## config.mk

```make
export PLATFORM = sky130hd
export DESIGN_NAME = dominant_color_classifier_flat
export DESIGN_NICKNAME = d
export VERILOG_FILES = /design/src/rtl/core/dcc_pkg.sv /design/src/rtl/core/dcc_if.sv /design/src/rtl/core/dcc_front.sv /design/src/rtl/core/dcc_queue.sv /design/src/rtl/core/dcc_back.sv /design/src/rtl/core/dominant_color_classifier.sv /design/src/flat_wrapper.sv
export SDC_FILE = /design/constraint.sdc
export NUM_CORES = 2
export LEC_CHECK = 0
export ABC_AREA = 1
export BUFFER_PORTS_ARGS = -buffer_cell sky130_fd_sc_hd__buf_2
export CAP_MARGIN = 40
export CORE_ASPECT_RATIO = 1.4
export CORE_UTILIZATION = 65
export CTS_CLUSTER_SIZE = 25
export DETAILED_ROUTE_END_ITERATION = 7
export PLACE_DENSITY = 0.9
export RECOVER_POWER = 100
export SETUP_SLACK_MARGIN = 0.02
export SKIP_CTS_REPAIR_TIMING = 1
export SLEW_MARGIN = 20
export SYNTH_ARGS = -nofsm -noshare
export SYNTH_HDL_FRONTEND = slang
export SYNTH_SLANG_ARGS = --single-unit
```

## constraint.sdc

```tcl
create_clock -name clk -period 7.5 [get_ports clk]
set_clock_uncertainty 0.15 [all_clocks]
set_input_delay 0.75 -clock clk [delete_from_list [all_inputs] [get_ports clk]]
set_output_delay 0.75 -clock clk [all_outputs]
set_load 0.02 [all_outputs]
```

## src/rtl/core/dcc_pkg.sv

```systemverilog
package dcc_pkg;

  localparam int CHANNEL_BITS   = 8;
  localparam int MARGIN_BITS    = 8;
  localparam int SCALE_BITS     = 10;
  localparam int SHARE_BITS     = 10;
  localparam int OUT_IMAGE_BITS = 16;
  localparam int CFG_INDEX_BITS = 2;
  localparam int CFG_DATA_BITS  = 10;
  localparam int NUM_CLASSES    = 3;
  localparam int DIV_STEP_BITS  = $clog2(SHARE_BITS);

  localparam int DEF_PIXEL_COUNT_BITS = 22;
  localparam int DEF_IMAGE_COUNT_BITS = 16;
  localparam int DEF_QUEUE_DEPTH      = 4;

  localparam logic [MARGIN_BITS-1:0] MARGIN_RESET = MARGIN_BITS'(100);
  localparam logic [SCALE_BITS-1:0]  SCALE_RESET  = SCALE_BITS'(200);

  // Configuration register indexes
  localparam logic [CFG_INDEX_BITS-1:0] REG_MARGIN = CFG_INDEX_BITS'(0);
  localparam logic [CFG_INDEX_BITS-1:0] REG_SCALE  = CFG_INDEX_BITS'(1);

  typedef enum logic [1:0] {
    CLS_BLUE  = 2'd0,
    CLS_GREEN = 2'd1,
    CLS_RED   = 2'd2
  } class_t;

  typedef enum logic [1:0] {
    BK_IDLE,
    BK_MULT,
    BK_DIVIDE,
    BK_RESULT
  } back_state_t;

  // Channel a beats both b and c by at least the margin.
  function automatic logic dominates(
    input logic [CHANNEL_BITS-1:0] a,
    input logic [CHANNEL_BITS-1:0] b,
    input logic [CHANNEL_BITS-1:0] c,
    input logic [MARGIN_BITS-1:0]  m
  );
    logic [CHANNEL_BITS:0] a_ext;
    logic [CHANNEL_BITS:0] b_lim;
    logic [CHANNEL_BITS:0] c_lim;
    a_ext = {1'b0, a};
    b_lim = {1'b0, b} + {1'b0, m};
    c_lim = {1'b0, c} + {1'b0, m};
    return (a_ext >= b_lim) && (a_ext >= c_lim);
  endfunction

endpackage

```

## src/rtl/core/dcc_if.sv

```systemverilog
interface dcc_pixel_if import dcc_pkg::*; ();
  logic                    valid;
  logic                    ready;
  logic [CHANNEL_BITS-1:0] red;
  logic [CHANNEL_BITS-1:0] green;
  logic [CHANNEL_BITS-1:0] blue;
  logic                    last_of_image;
  logic                    new_bank;

  modport source (output valid, red, green, blue, last_of_image, new_bank, input ready);
  modport sink   (input valid, red, green, blue, last_of_image, new_bank, output ready);
endinterface

interface dcc_result_if import dcc_pkg::*; ();
  logic                      valid;
  logic                      ready;
  logic [1:0]                dominant;
  logic [SHARE_BITS-1:0]     blue_share;
  logic [SHARE_BITS-1:0]     green_share;
  logic [SHARE_BITS-1:0]     red_share;
  logic [OUT_IMAGE_BITS-1:0] blue_images;
  logic [OUT_IMAGE_BITS-1:0] green_images;
  logic [OUT_IMAGE_BITS-1:0] red_images;

  modport source (output valid, dominant, blue_share, green_share, red_share,
                  blue_images, green_images, red_images, input ready);
  modport sink   (input valid, dominant, blue_share, green_share, red_share,
                  blue_images, green_images, red_images, output ready);
endinterface

interface dcc_cfg_if import dcc_pkg::*; ();
  logic                      valid;
  logic                      ready;
  logic [CFG_INDEX_BITS-1:0] index;
  logic [CFG_DATA_BITS-1:0]  data;

  modport source (output valid, index, data, input ready);
  modport sink   (input valid, index, data, output ready);
endinterface

```

## src/rtl/core/dcc_front.sv

```systemverilog
module dcc_front import dcc_pkg::*; #(
  parameter int PIXEL_COUNT_BITS = DEF_PIXEL_COUNT_BITS,
  parameter int ENTRY_BITS       = 4 * DEF_PIXEL_COUNT_BITS + 1
) (
  input  logic                   clk,
  input  logic                   rst,
  input  logic [MARGIN_BITS-1:0] margin,
  dcc_pixel_if.sink              pixel,
  input  logic                   enq_full,
  output logic                   enq_valid,
  output logic [ENTRY_BITS-1:0]  enq_data
);

  localparam int P = PIXEL_COUNT_BITS;

  logic [P-1:0] cnt [NUM_CLASSES];
  logic [P-1:0] total;
  logic         clear_pending;

  logic [P-1:0]           cnt_inc [NUM_CLASSES];
  logic [P-1:0]           total_inc;
  logic [NUM_CLASSES-1:0] hit;
  logic                   accept;

  assign pixel.ready = !enq_full;
  assign accept      = pixel.valid && pixel.ready;

  always_comb begin
    hit = '0;
    priority if (dominates(pixel.blue, pixel.green, pixel.red, margin)) begin
      hit[CLS_BLUE] = 1'b1;
    end else if (dominates(pixel.green, pixel.blue, pixel.red, margin)) begin
      hit[CLS_GREEN] = 1'b1;
    end else if (dominates(pixel.red, pixel.green, pixel.blue, margin)) begin
      hit[CLS_RED] = 1'b1;
    end else begin
      hit = '0;
    end
  end

  always_comb begin
    total_inc = (total == '1) ? total : total + 1'b1;
    for (int k = 0; k < NUM_CLASSES; k++) begin
      cnt_inc[k] = (hit[k] && cnt[k] != '1) ? cnt[k] + 1'b1 : cnt[k];
    end
  end

  // Hand the finished image to the back end; bank clear rides along with it.
  assign enq_valid = accept && pixel.last_of_image;
  assign enq_data  = {clear_pending | pixel.new_bank, total_inc,
                      cnt_inc[CLS_RED], cnt_inc[CLS_GREEN], cnt_inc[CLS_BLUE]};

  always_ff @(posedge clk) begin
    if (rst) begin
      for (int k = 0; k < NUM_CLASSES; k++) begin
        cnt[k] <= '0;
      end
      total         <= '0;
      clear_pending <= 1'b0;
    end else if (accept) begin
      if (pixel.last_of_image) begin
        for (int k = 0; k < NUM_CLASSES; k++) begin
          cnt[k] <= '0;
        end
        total         <= '0;
        clear_pending <= 1'b0;
      end else begin
        for (int k = 0; k < NUM_CLASSES; k++) begin
          cnt[k] <= cnt_inc[k];
        end
        total         <= total_inc;
        clear_pending <= clear_pending | pixel.new_bank;
      end
    end
  end

endmodule

```

## src/rtl/core/dcc_queue.sv

```systemverilog
module dcc_queue import dcc_pkg::*; #(
  parameter int WIDTH = 4 * DEF_PIXEL_COUNT_BITS + 1,
  parameter int DEPTH = DEF_QUEUE_DEPTH
) (
  input  logic             clk,
  input  logic             rst,
  input  logic             push,
  input  logic [WIDTH-1:0] push_data,
  output logic             full,
  input  logic             pop,
  output logic             not_empty,
  output logic [WIDTH-1:0] head
);

  localparam int PTR_BITS = $clog2(DEPTH);
  localparam int CNT_BITS = $clog2(DEPTH + 1);

  logic [WIDTH-1:0]    slots [DEPTH];
  logic [PTR_BITS-1:0] wr_ptr;
  logic [PTR_BITS-1:0] rd_ptr;
  logic [CNT_BITS-1:0] count;

  assign full      = (count == CNT_BITS'(DEPTH));
  assign not_empty = (count != '0);
  assign head      = slots[rd_ptr];

  always_ff @(posedge clk) begin
    if (push) begin
      slots[wr_ptr] <= push_data;
    end
  end

  always_ff @(posedge clk) begin
    if (rst) begin
      wr_ptr <= '0;
      rd_ptr <= '0;
      count  <= '0;
    end else begin
      if (push) begin
        wr_ptr <= (wr_ptr == PTR_BITS'(DEPTH - 1)) ? '0 : wr_ptr + 1'b1;
      end
      if (pop) begin
        rd_ptr <= (rd_ptr == PTR_BITS'(DEPTH - 1)) ? '0 : rd_ptr + 1'b1;
      end
      if (push && !pop) begin
        count <= count + 1'b1;
      end else if (pop && !push) begin
        count <= count - 1'b1;
      end
    end
  end

endmodule

```

## src/rtl/core/dcc_back.sv

```systemverilog
module dcc_back import dcc_pkg::*; #(
  parameter int PIXEL_COUNT_BITS = DEF_PIXEL_COUNT_BITS,
  parameter int IMAGE_COUNT_BITS = DEF_IMAGE_COUNT_BITS,
  parameter int ENTRY_BITS       = 4 * DEF_PIXEL_COUNT_BITS + 1
) (
  input  logic                  clk,
  input  logic                  rst,
  input  logic [SCALE_BITS-1:0] scale,
  input  logic                  job_valid,
  input  logic [ENTRY_BITS-1:0] job_data,
  output logic                  job_pop,
  dcc_result_if.source          result
);

  localparam int P  = PIXEL_COUNT_BITS;
  localparam int I  = IMAGE_COUNT_BITS;
  localparam int NW = P + SCALE_BITS;

  back_state_t state;
  back_state_t state_next;

  logic [P-1:0]              job_cnt  [NUM_CLASSES];
  logic                      job_clear;
  logic [NW-1:0]             rem      [NUM_CLASSES];
  logic [SHARE_BITS-1:0]     quo      [NUM_CLASSES];
  logic [NW-1:0]             dsh;
  logic [DIV_STEP_BITS-1:0]  step;
  logic [I-1:0]              totals   [NUM_CLASSES];

  logic                      res_valid;
  class_t                    res_dom;
  logic [SHARE_BITS-1:0]     res_share  [NUM_CLASSES];
  logic [OUT_IMAGE_BITS-1:0] res_images [NUM_CLASSES];

  logic   load_job;
  logic   start_div;
  logic   div_step;
  logic   load_result;
  logic   out_free;
  class_t win;
  logic [I-1:0] totals_new [NUM_CLASSES];

  assign out_free = !res_valid || result.ready;

  always_comb begin
    state_next = state;
    unique case (state)
      BK_IDLE:   if (job_valid) state_next = BK_MULT;
      BK_MULT:   state_next = BK_DIVIDE;
      BK_DIVIDE: if (step == '0) state_next = BK_RESULT;
      BK_RESULT: if (out_free) state_next = BK_IDLE;
      default:   state_next = BK_IDLE;
    endcase
  end

  always_comb begin
    load_job    = 1'b0;
    start_div   = 1'b0;
    div_step    = 1'b0;
    load_result = 1'b0;
    unique case (state)
      BK_IDLE:   load_job    = job_valid;
      BK_MULT:   start_div   = 1'b1;
      BK_DIVIDE: div_step    = 1'b1;
      BK_RESULT: load_result = out_free;
      default:   load_job    = 1'b0;
    endcase
  end

  assign job_pop = load_job;

  // Argmax over the truncated shares; ties go blue, then green, then red.
  always_comb begin
    if (quo[CLS_BLUE] >= quo[CLS_GREEN] && quo[CLS_BLUE] >= quo[CLS_RED]) begin
      win = CLS_BLUE;
    end else if (quo[CLS_GREEN] >= quo[CLS_RED]) begin
      win = CLS_GREEN;
    end else begin
      win = CLS_RED;
    end
  end

  always_comb begin
    for (int k = 0; k < NUM_CLASSES; k++) begin
      totals_new[k] = job_clear ? '0 : totals[k];
      if (k == int'(win) && totals_new[k] != '1) begin
        totals_new[k] = totals_new[k] + 1'b1;
      end
    end
  end

  always_ff @(posedge clk) begin
    if (rst) begin
      state <= BK_IDLE;
    end else begin
      state <= state_next;
    end
  end

  always_ff @(posedge clk) begin
    if (load_job) begin
      for (int k = 0; k < NUM_CLASSES; k++) begin
        job_cnt[k] <= job_data[k*P +: P];
      end
      dsh       <= NW'(job_data[NUM_CLASSES*P +: P]) << (SHARE_BITS - 1);
      job_clear <= job_data[(NUM_CLASSES+1)*P];
    end
    if (start_div) begin
      for (int k = 0; k < NUM_CLASSES; k++) begin
        rem[k] <= NW'(job_cnt[k]) * NW'(scale);
        quo[k] <= '0;
      end
      step <= DIV_STEP_BITS'(SHARE_BITS - 1);
    end
    // Restoring division, one quotient bit per cycle for all three classes.
    if (div_step) begin
      for (int k = 0; k < NUM_CLASSES; k++) begin
        if (rem[k] >= dsh) begin
          rem[k] <= rem[k] - dsh;
          quo[k] <= {quo[k][SHARE_BITS-2:0], 1'b1};
        end else begin
          quo[k] <= {quo[k][SHARE_BITS-2:0], 1'b0};
        end
      end
      dsh  <= dsh >> 1;
      step <= step - 1'b1;
    end
    if (load_result) begin
      res_dom <= win;
      for (int k = 0; k < NUM_CLASSES; k++) begin
        res_share[k]  <= quo[k];
        res_images[k] <= OUT_IMAGE_BITS'(totals_new[k]);
      end
    end
  end

  always_ff @(posedge clk) begin
    if (rst) begin
      res_valid <= 1'b0;
      for (int k = 0; k < NUM_CLASSES; k++) begin
        totals[k] <= '0;
      end
    end else begin
      if (load_result) begin
        res_valid <= 1'b1;
        for (int k = 0; k < NUM_CLASSES; k++) begin
          totals[k] <= totals_new[k];
        end
      end else if (result.ready) begin
        res_valid <= 1'b0;
      end
    end
  end

  assign result.valid        = res_valid;
  assign result.dominant     = res_dom;
  assign result.blue_share   = res_share[CLS_BLUE];
  assign result.green_share  = res_share[CLS_GREEN];
  assign result.red_share    = res_share[CLS_RED];
  assign result.blue_images  = res_images[CLS_BLUE];
  assign result.green_images = res_images[CLS_GREEN];
  assign result.red_images   = res_images[CLS_RED];

endmodule

```

## src/rtl/core/dominant_color_classifier.sv

```systemverilog
// Dominant color classifier.
// pixel channel: one RGB pixel per transfer, with last_of_image marking the
//   end of an image and new_bank clearing the per-class image totals.
// result channel: one transfer per image, after its last pixel, carrying the
//   winning class, the three scaled shares and the three image totals.
// cfg channel: register writes (index 0 margin, index 1 share scale), always
//   ready; write only while no image is in flight.
// Pixels are taken one per cycle while the image queue is not full. Each image
//   ends in a back-end job (dequeue, multiply, ten restoring-division steps,
//   result); the back end runs one job at a time, so it takes the next image
//   from the queue only after loading the result of the last one.
// A queue of QUEUE_DEPTH finished images sits between pixel counting and the
//   divider; pixel ready drops only when that queue is full.
// A stalled result holds in the output register; the divider keeps working
//   on the next image and waits only when it has another result to deliver.
// Reset clears all counters and totals and loads margin 100 and scale 200.
module dominant_color_classifier import dcc_pkg::*; #(
  parameter int PIXEL_COUNT_BITS = DEF_PIXEL_COUNT_BITS,
  parameter int IMAGE_COUNT_BITS = DEF_IMAGE_COUNT_BITS,
  parameter int QUEUE_DEPTH      = DEF_QUEUE_DEPTH
) (
  input  logic         clk,
  input  logic         rst,
  dcc_pixel_if.sink    pixel,
  dcc_result_if.source result,
  dcc_cfg_if.sink      cfg
);

  localparam int ENTRY_BITS = 4 * PIXEL_COUNT_BITS + 1;

  logic [MARGIN_BITS-1:0] margin;
  logic [SCALE_BITS-1:0]  scale;

  logic                  enq_valid;
  logic [ENTRY_BITS-1:0] enq_data;
  logic                  q_full;
  logic                  q_not_empty;
  logic                  q_pop;
  logic [ENTRY_BITS-1:0] q_head;

  assign cfg.ready = 1'b1;

  always_ff @(posedge clk) begin
    if (rst) begin
      margin <= MARGIN_RESET;
      scale  <= SCALE_RESET;
    end else if (cfg.valid) begin
      unique case (cfg.index)
        REG_MARGIN: margin <= cfg.data[MARGIN_BITS-1:0];
        REG_SCALE:  scale  <= cfg.data[SCALE_BITS-1:0];
        default:    ;
      endcase
    end
  end

  dcc_front #(
    .PIXEL_COUNT_BITS (PIXEL_COUNT_BITS),
    .ENTRY_BITS       (ENTRY_BITS)
  ) u_front (
    .clk       (clk),
    .rst       (rst),
    .margin    (margin),
    .pixel     (pixel),
    .enq_full  (q_full),
    .enq_valid (enq_valid),
    .enq_data  (enq_data)
  );

  dcc_queue #(
    .WIDTH (ENTRY_BITS),
    .DEPTH (QUEUE_DEPTH)
  ) u_queue (
    .clk       (clk),
    .rst       (rst),
    .push      (enq_valid),
    .push_data (enq_data),
    .full      (q_full),
    .pop       (q_pop),
    .not_empty (q_not_empty),
    .head      (q_head)
  );

  dcc_back #(
    .PIXEL_COUNT_BITS (PIXEL_COUNT_BITS),
    .IMAGE_COUNT_BITS (IMAGE_COUNT_BITS),
    .ENTRY_BITS       (ENTRY_BITS)
  ) u_back (
    .clk       (clk),
    .rst       (rst),
    .scale     (scale),
    .job_valid (q_not_empty),
    .job_data  (q_head),
    .job_pop   (q_pop),
    .result    (result)
  );

endmodule

```

## src/flat_wrapper.sv

```systemverilog
// flat-port wrapper written by rule: the top's interface ports become plain ports
module dominant_color_classifier_flat import dcc_pkg::*;
#(
  parameter int PIXEL_COUNT_BITS = DEF_PIXEL_COUNT_BITS,
  parameter int IMAGE_COUNT_BITS = DEF_IMAGE_COUNT_BITS,
  parameter int QUEUE_DEPTH      = DEF_QUEUE_DEPTH
)
  (clk, rst, pixel_valid, pixel_red, pixel_green, pixel_blue, pixel_last_of_image, pixel_new_bank, pixel_ready, result_valid, result_dominant, result_blue_share, result_green_share, result_red_share, result_blue_images, result_green_images, result_red_images, result_ready, cfg_valid, cfg_index, cfg_data, cfg_ready);
  dcc_pixel_if pixel_i ();
  dcc_result_if result_i ();
  dcc_cfg_if cfg_i ();
  input  logic clk;
  input  logic rst;
  input wire logic [$bits(pixel_i.valid)-1:0] pixel_valid;
  input wire logic [$bits(pixel_i.red)-1:0] pixel_red;
  input wire logic [$bits(pixel_i.green)-1:0] pixel_green;
  input wire logic [$bits(pixel_i.blue)-1:0] pixel_blue;
  input wire logic [$bits(pixel_i.last_of_image)-1:0] pixel_last_of_image;
  input wire logic [$bits(pixel_i.new_bank)-1:0] pixel_new_bank;
  output wire logic [$bits(pixel_i.ready)-1:0] pixel_ready;
  output wire logic [$bits(result_i.valid)-1:0] result_valid;
  output wire logic [$bits(result_i.dominant)-1:0] result_dominant;
  output wire logic [$bits(result_i.blue_share)-1:0] result_blue_share;
  output wire logic [$bits(result_i.green_share)-1:0] result_green_share;
  output wire logic [$bits(result_i.red_share)-1:0] result_red_share;
  output wire logic [$bits(result_i.blue_images)-1:0] result_blue_images;
  output wire logic [$bits(result_i.green_images)-1:0] result_green_images;
  output wire logic [$bits(result_i.red_images)-1:0] result_red_images;
  input wire logic [$bits(result_i.ready)-1:0] result_ready;
  input wire logic [$bits(cfg_i.valid)-1:0] cfg_valid;
  input wire logic [$bits(cfg_i.index)-1:0] cfg_index;
  input wire logic [$bits(cfg_i.data)-1:0] cfg_data;
  output wire logic [$bits(cfg_i.ready)-1:0] cfg_ready;
  assign pixel_i.valid = pixel_valid;
  assign pixel_i.red = pixel_red;
  assign pixel_i.green = pixel_green;
  assign pixel_i.blue = pixel_blue;
  assign pixel_i.last_of_image = pixel_last_of_image;
  assign pixel_i.new_bank = pixel_new_bank;
  assign pixel_ready = pixel_i.ready;
  assign result_valid = result_i.valid;
  assign result_dominant = result_i.dominant;
  assign result_blue_share = result_i.blue_share;
  assign result_green_share = result_i.green_share;
  assign result_red_share = result_i.red_share;
  assign result_blue_images = result_i.blue_images;
  assign result_green_images = result_i.green_images;
  assign result_red_images = result_i.red_images;
  assign result_i.ready = result_ready;
  assign cfg_i.valid = cfg_valid;
  assign cfg_i.index = cfg_index;
  assign cfg_i.data = cfg_data;
  assign cfg_ready = cfg_i.ready;
  dominant_color_classifier #(.PIXEL_COUNT_BITS(PIXEL_COUNT_BITS), .IMAGE_COUNT_BITS(IMAGE_COUNT_BITS), .QUEUE_DEPTH(QUEUE_DEPTH)) u_core (.clk(clk), .rst(rst), .pixel(pixel_i), .result(result_i), .cfg(cfg_i));
endmodule
```

==> Word level (Yosys, flattened, before mapping) <==
Memory sizes are Yosys's and may differ from the RTL's. A register that Yosys moved wholly into a read port is not among the register bits.
Index checks and enable logic that the tools add are counted.
{ "totals": {"ff_bits": 89, "ramBits": 740, "inputBits": 43, "output_inout_bits": 83, "wordCells": 219, "memories": 8} }
{ "classes": {"addsub": 18, "n_mul": 3, "n_lt_le_gt_ge": 12, "eq_ne": 19, "muxes": 95, "n_bitwise": 19, "n_reduce_logical": 31} }
{ "memory_table": {"columns": ["memory", "depth", "width", "read_ports", "rd_clocked_by_memory_dff", "wr", "line_no", "rtl"], "rows": [
  ["u_core.u_queue.slots", 4, 89, 1, 1, 1, "dcc_queue.sv:18", "logic [WIDTH-1:0] slots [DEPTH];"],
  ["u_core.u_back.rem", 3, 32, 3, 0, 3, "dcc_back.sv:24", "logic [NW-1:0] rem [NUM_CLASSES];"],
  ["u_core.u_back.job_cnt", 3, 22, 3, 0, 3, "dcc_back.sv:22", "logic [P-1:0] job_cnt [NUM_CLASSES];"],
  ["u_core.u_front.cnt", 3, 22, 3, 0, 3, "dcc_front.sv:16", "logic [P-1:0] cnt [NUM_CLASSES];"],
  ["u_core.u_back.res_images", 3, 16, 3, 0, 3, "dcc_back.sv:33", "logic [OUT_IMAGE_BITS-1:0] res_images [NUM_CLASSES];"],
  ["u_core.u_back.totals", 3, 16, 3, 0, 3, "dcc_back.sv:28", "logic [I-1:0] totals [NUM_CLASSES];"],
  ["+2 memories", null, null, null, null, null, null, null]
]} }
{ "op_table": {"columns": ["operator", "count"], "rows": [
  ["two-way mux 22 bit", 11],
  ["two-way mux 16 bit", 9],
  ["greater-or-equal comparator 32 x 31 -> 1 bit", 3],
  ["multiplier 22 x 10 -> 32 bit", 3],
  ["two-way mux 32 bit", 3],
  ["subtractor 32 x 31 -> 32 bit", 3],
  ["adder 22 x 1 -> 22 bit (second input constant)", 4],
  ["inequality test 22 bit (second input constant)", 3],
  ["two-way mux 10 bit", 6],
  ["greater-or-equal comparator 8 x 9 -> 1 bit", 6],
  ["two-way mux 1 bit", 49],
  ["adder 16 x 1 -> 16 bit (second input constant)", 3],
  ["inequality test 16 bit (second input constant)", 3],
  ["two-way mux 31 bit", 1],
  ["greater-or-equal comparator 10 bit", 3],
  ["two-way mux 30 bit", 1],
  ["adder 8 x 8 -> 9 bit", 3],
  ["equality test 22 bit (second input constant)", 1],
  ["two-way mux 2 bit", 10],
  ["OR 1 bit", 19],
  ["logical AND 1 bit", 14],
  ["equality test 2 bit (second input constant)", 4],
  ["two-way mux 4 bit", 2],
  ["one-hot mux 2 bit (4 select lines)", 1],
  ["other kinds (17)", 32]
]} }

==> Logic depth before layout (Yosys ltp) <==
{ "logic_depth": {"ltp_word": 9, "depth_mapped": 27, "ltp_nobuf": 25} }

==> By module <==
A second synthesis with hierarchy kept.
{ "hier_totals": {"cells_unflattened": 8458, "area_unflattened_um2": 68675.9} }
{ "by_module_without_submodules": {"columns": ["mod", "instances", "cells_per_inst", "area_each_um2", "seq_area_each_um2"], "rows": [
  ["dcc_back", 1, 6222, 45877.8, 10740.3],
  ["dcc_queue", 1, 921, 13635.6, 10870.4],
  ["dcc_front", 1, 1207, 8391.8, 2442.3],
  ["dominant_color_classifier", 1, 108, 770.7, 360.3]
]} }

==> Worst setup path before layout <==
Ideal clock, no wire load.
{ "synth_timing": {"path_type": "flip-flop to flip-flop", "start": "register u_core.u_queue.count[0]", "end": "register u_core.u_back.dsh[0] (enable)", "setup_time_ps": 389, "t_arrival_ps": 5552, "t_required_ps": 6961, "path_slack_ps": 1409, "stages_incl_launch_ff": 5, "n_path_buf": 0, "period_less_slack_ps": 6091, "cell_sequence": "dfxtp_1 -> inv_1 -> a31oi_1 -> inv_1 -> nand2_1"} }
{ "synth_via": {"elab_chain_cells": 3} }
{ "synth_rtl": {"columns": ["item", "line_no", "rtl"], "rows": [
  ["from (decl)", "dcc_queue.sv:21", "logic [CNT_BITS-1:0] count;"],
  ["from (signal assigned)", "dcc_queue.sv:46", "count <= count + 1'b1;"],
  ["from (signal assigned)", "dcc_queue.sv:48", "count <= count - 1'b1;"],
  ["nonzero test 3 bit", "dcc_queue.sv:24", "assign not_empty = (count != '0);"],
  ["two-way mux 1 bit", "dcc_back.sv:61", "unique case (state)"],
  ["net u_core.q_pop", "dominant_color_classifier.sv:38", "logic q_pop;"],
  ["nonzero test 2 bit (no source line)", null, null],
  ["to (signal assigned)", "dcc_back.sv:105", "dsh <= NW'(job_data[NUM_CLASSES*P +: P]) << (SHARE_BITS - 1);"],
  ["to (signal assigned)", "dcc_back.sv:125", "dsh <= dsh >> 1;"],
  ["to (decl)", "dcc_back.sv:26", "logic [NW-1:0] dsh;"]
]} }
The timed path passes the listed nets, and every way through them passes these cells.
A chain may end at the register's enable or synchronous reset.

==> flow_metrics.tcl <==
set metrics [dict create \
    number_of_standard_cells_after_synthesis 7582 \
    cts-root-to-sink-buffers 3 \
    clkTransAtPathRegs_ps 70 \
    synth_ff_type "sky130_fd_sc_hd__edfxtp_1" \
    grt_usage_pct 36.3 \
    critPathArrivalTime_ps 7090 \
    run_status "finished, violations left" \
    synth-seq-area-share_pct 37.4 \
    detail-route-antenna-nets 0 \
    violations "max-capacitance violations, max-slew violations" \
    setup.worst_path.class "register to register" \
    dieArea_mm2 0.102 \
    drt_first_iter_violations 5252 \
    yosysMostFrequentCell "sky130_fd_sc_hd__nand2_1" \
    fin_crit_sh_pct 89.2 \
    ioPinCount 126 \
    synth_edf_count 777 \
    cts_buffer_count 79 \
    tritoncts_clock_tree "done" \
    reg2reg_start "u_core.u_back.dsh[0]" \
    worstHoldPathCells 3 \
    portBuffers 124 \
    area_added_between_synthesis_and_finish_pct 6.56 \
    numPlacedInstances 8811 \
    vias_in_the_first_global_route 55200 \
    finalHoldViolations 0 \
    drt_first_pass_iters 6 \
    synth_top_cells_by_area "sky130_fd_sc_hd__edfxtp_1, sky130_fd_sc_hd__fa_1, sky130_fd_sc_hd__nand2_1" \
    met2_length_um 90600 \
    path_max_fanout 76 \
    utilization_pct 69.8 \
    postSynth.asyncResetShare_pct 0 \
    timing_max_transition_violations_final 1208 \
    tightestPinTransition_ps 3680 \
    max_freq_mhz 149 \
    avgRoutedWirePerCell_um 20.7 \
    yosysWarnings 0 \
    finish.cell_count_without_fillers 8968 \
    netlist_area_mm2 0.0652 \
    rsz0062_at_grt "no" \
    postSynthNetCount 8520 \
    overflow 0 \
    finalSetupViolCount 0 \
    antenna_found_initial 2 \
    cts.sinks 831 \
    core-area_mm2 0.0996 \
    worst_setup_path_start_kind "register" \
    wl_met1_um 63000 \
    top_layer "met5" \
    fp-row-count 137 \
    timing.slew.headroom_pct -146 \
    worstPathRequired_ps 7900 \
    layout.filler_cells 7195 \
    timing.hold.worst_endpoint "u_core.scale[3]" \
    setup.reg_to_reg.worst_slack_ps 810 \
    synth.avg_cell_area_um2 8.61 \
    clock_latency_on_the_worst_skew_pair_ps 710 \
    worst_hold_startpoint "cfg_data[3]" \
    synth_cell_types 52 \
    hp-class "primary input to register" \
    synth_largest_area_cell "sky130_fd_sc_hd__edfxtp_1" \
    routed-via-count 53700 \
    crit_path_end_kind "register" \
    hpwlAfterDp_um 134000 \
    remaining_drc_errors 0 \
    max-cap-violations 26 \
    grt_pass1_wl_um 287000 \
    clock_tree.root_cell "sky130_fd_sc_hd__clkbuf_16" \
    synth.ff_latch_count 831 \
    worstRegToRegCells 14 \
    die_w_um 270 \
    wl_met3_um 16200 \
    place_congestion 1.06 \
    grt_max_degree 95 \
    layout_min_cycle_time_ps 6690 \
    hold-worst-slack_ps 161 \
    chipHeight_um 377 \
    totalNegativeSetupSlack_ps 0 \
    cts.htree.levels 3 \
    rr_endpoint "u_core.u_back.rem[0][31]" \
    avgViaCountPerCell 5.99 \
    synth_top_cell_area_share_pct 35.8 \
    nNetsFinal 8520 \
    top_post_synthesis_cells_by_count "sky130_fd_sc_hd__nand2_1, sky130_fd_sc_hd__inv_1, sky130_fd_sc_hd__edfxtp_1, sky130_fd_sc_hd__nor2_1, sky130_fd_sc_hd__fa_1" \
    totalWireLength_um 185000 \
    final_layout_size_suffix_gt1_share_pct 3.13 \
    initial_utilization_pct 65.5 \
]
-- worst max-delay path, stage by stage (launching register included) --
cell	delay, ps
sky130_fd_sc_hd__edfxtp_1	510
sky130_fd_sc_hd__ha_1	280
sky130_fd_sc_hd__fa_1	410
sky130_fd_sc_hd__o21ai_0	500
sky130_fd_sc_hd__nand3_1	140
sky130_fd_sc_hd__nand2_1	180
sky130_fd_sc_hd__nand3_1	120
sky130_fd_sc_hd__nand3_1	140
sky130_fd_sc_hd__nand2_1	60
sky130_fd_sc_hd__nand2_1	80
sky130_fd_sc_hd__nand2_1	160
sky130_fd_sc_hd__nand3_1	1540
sky130_fd_sc_hd__clkbuf_2	1400
sky130_fd_sc_hd__nand3_1	570
sky130_fd_sc_hd__nand2_1	170
-- metal layers --
metal,track usage [%],vias up
met1,40.2,25400
met5,0,-
met2,62.9,3170
met4,27.5,2
li1,-,24300
met3,5.74,887
-- metrics by stage --
stage / setup slack [ps] / instance area (um2)
after global placement: 1190 / 66900
final: 809 / 69500
after global routing: 503 / 69500
after CTS: 1140 / 69700
after floorplan: 1410 / 65200
after detailed placement: 1220 / 67000
-- sequential cells by signal (all words and copies together) (netlist names), named ones only --
name	cells
u_core.u_queue.slots	356
u_core.u_back.rem	96
u_core.u_back.job_cnt	66
u_core.u_front.cnt	66
u_core.u_back.res_images	48
u_core.u_back.totals	48
u_core.u_back.dsh	31
u_core.u_back.quo	30
u_core.u_back.res_share	30
u_core.u_front.total	22
u_core.scale	10
u_core.margin	8
u_core.u_back.step	4
u_core.u_queue.count	3
u_core.u_back.result.dominant	2
u_core.u_back.state	2
u_core.u_queue.rd_ptr	2
u_core.u_queue.wr_ptr	2
u_core.u_back.job_clear	1
u_core.u_back.result.valid	1
u_core.u_front.clear_pending	1
-- worst max-delay path by stage --
| stage | startpoint | to | slack, ps | cells past startpoint |
|---|---|---|---|---|
| after CTS | u_core.scale[3] | u_core.u_back.rem[0][57] | 1140 | 22 |
| after global placement | u_core.scale[1] | u_core.u_back.rem[0][54] | 1190 | 20 |
| after global routing | u_core.u_queue.count[0] | u_core.u_front.total[1] | 500 | 11 |
| after detailed placement | u_core.scale[3] | u_core.u_back.rem[0][57] | 1220 | 22 |
| final | u_core.u_back.dsh[0] | u_core.u_back.rem[0][31] | 810 | 14 |
| after floorplan | u_core.u_queue.count[0] | u_core.u_back.dsh[0] | 1410 | 4 |
-- area by class of cell --
type	instances	area (um2)	share of cell area [%]
tap	1320	1650	2.38
inverter	1308	4910	7.07
clock inverter	56	701	1.01
clock buffer	90	2030	2.92
timing repair buffer	199	1100	1.58
sequential	831	24400	35.1
antenna	1	2.50	0.00360
multi-input combinational	5163	34700	49.9
-- cells in the final DEF, fill, tap and decap left out, types with 180 or more instances in the layout --
| cell | instances |
|---|---|
| sky130_fd_sc_hd__a21oi_1 | 399 |
| sky130_fd_sc_hd__edfxtp_1 | 777 |
| sky130_fd_sc_hd__fa_1 | 481 |
| sky130_fd_sc_hd__ha_1 | 414 |
| sky130_fd_sc_hd__inv_1 | 1303 |
| sky130_fd_sc_hd__nand2_1 | 1948 |
| sky130_fd_sc_hd__nand3_1 | 225 |
| sky130_fd_sc_hd__nor2_1 | 565 |
| sky130_fd_sc_hd__o21ai_0 | 407 |
| sky130_fd_sc_hd__xor2_1 | 180 |
-- logic make-up (layout without fill, tap and decap cells) --
group                    Yosys count  count (layout)  share of synthesized area, %
AO/OA/AOI/OAI                   1020            1020                          8.46
XOR/XNOR                         281             281                          3.77
adder cells (fa/ha/maj)          895             895                          22.7
buffers and inverters           1588            1653                          9.36
flip-flops                       831             831                          37.4
other                              1               2                       0.00575
AND/OR/NAND/NOR                 2966            2966                          18.3
Power is left out: the tool's default activity adds up to more than one toggle a clock period on the data nets, which glitch-free logic cannot reach.
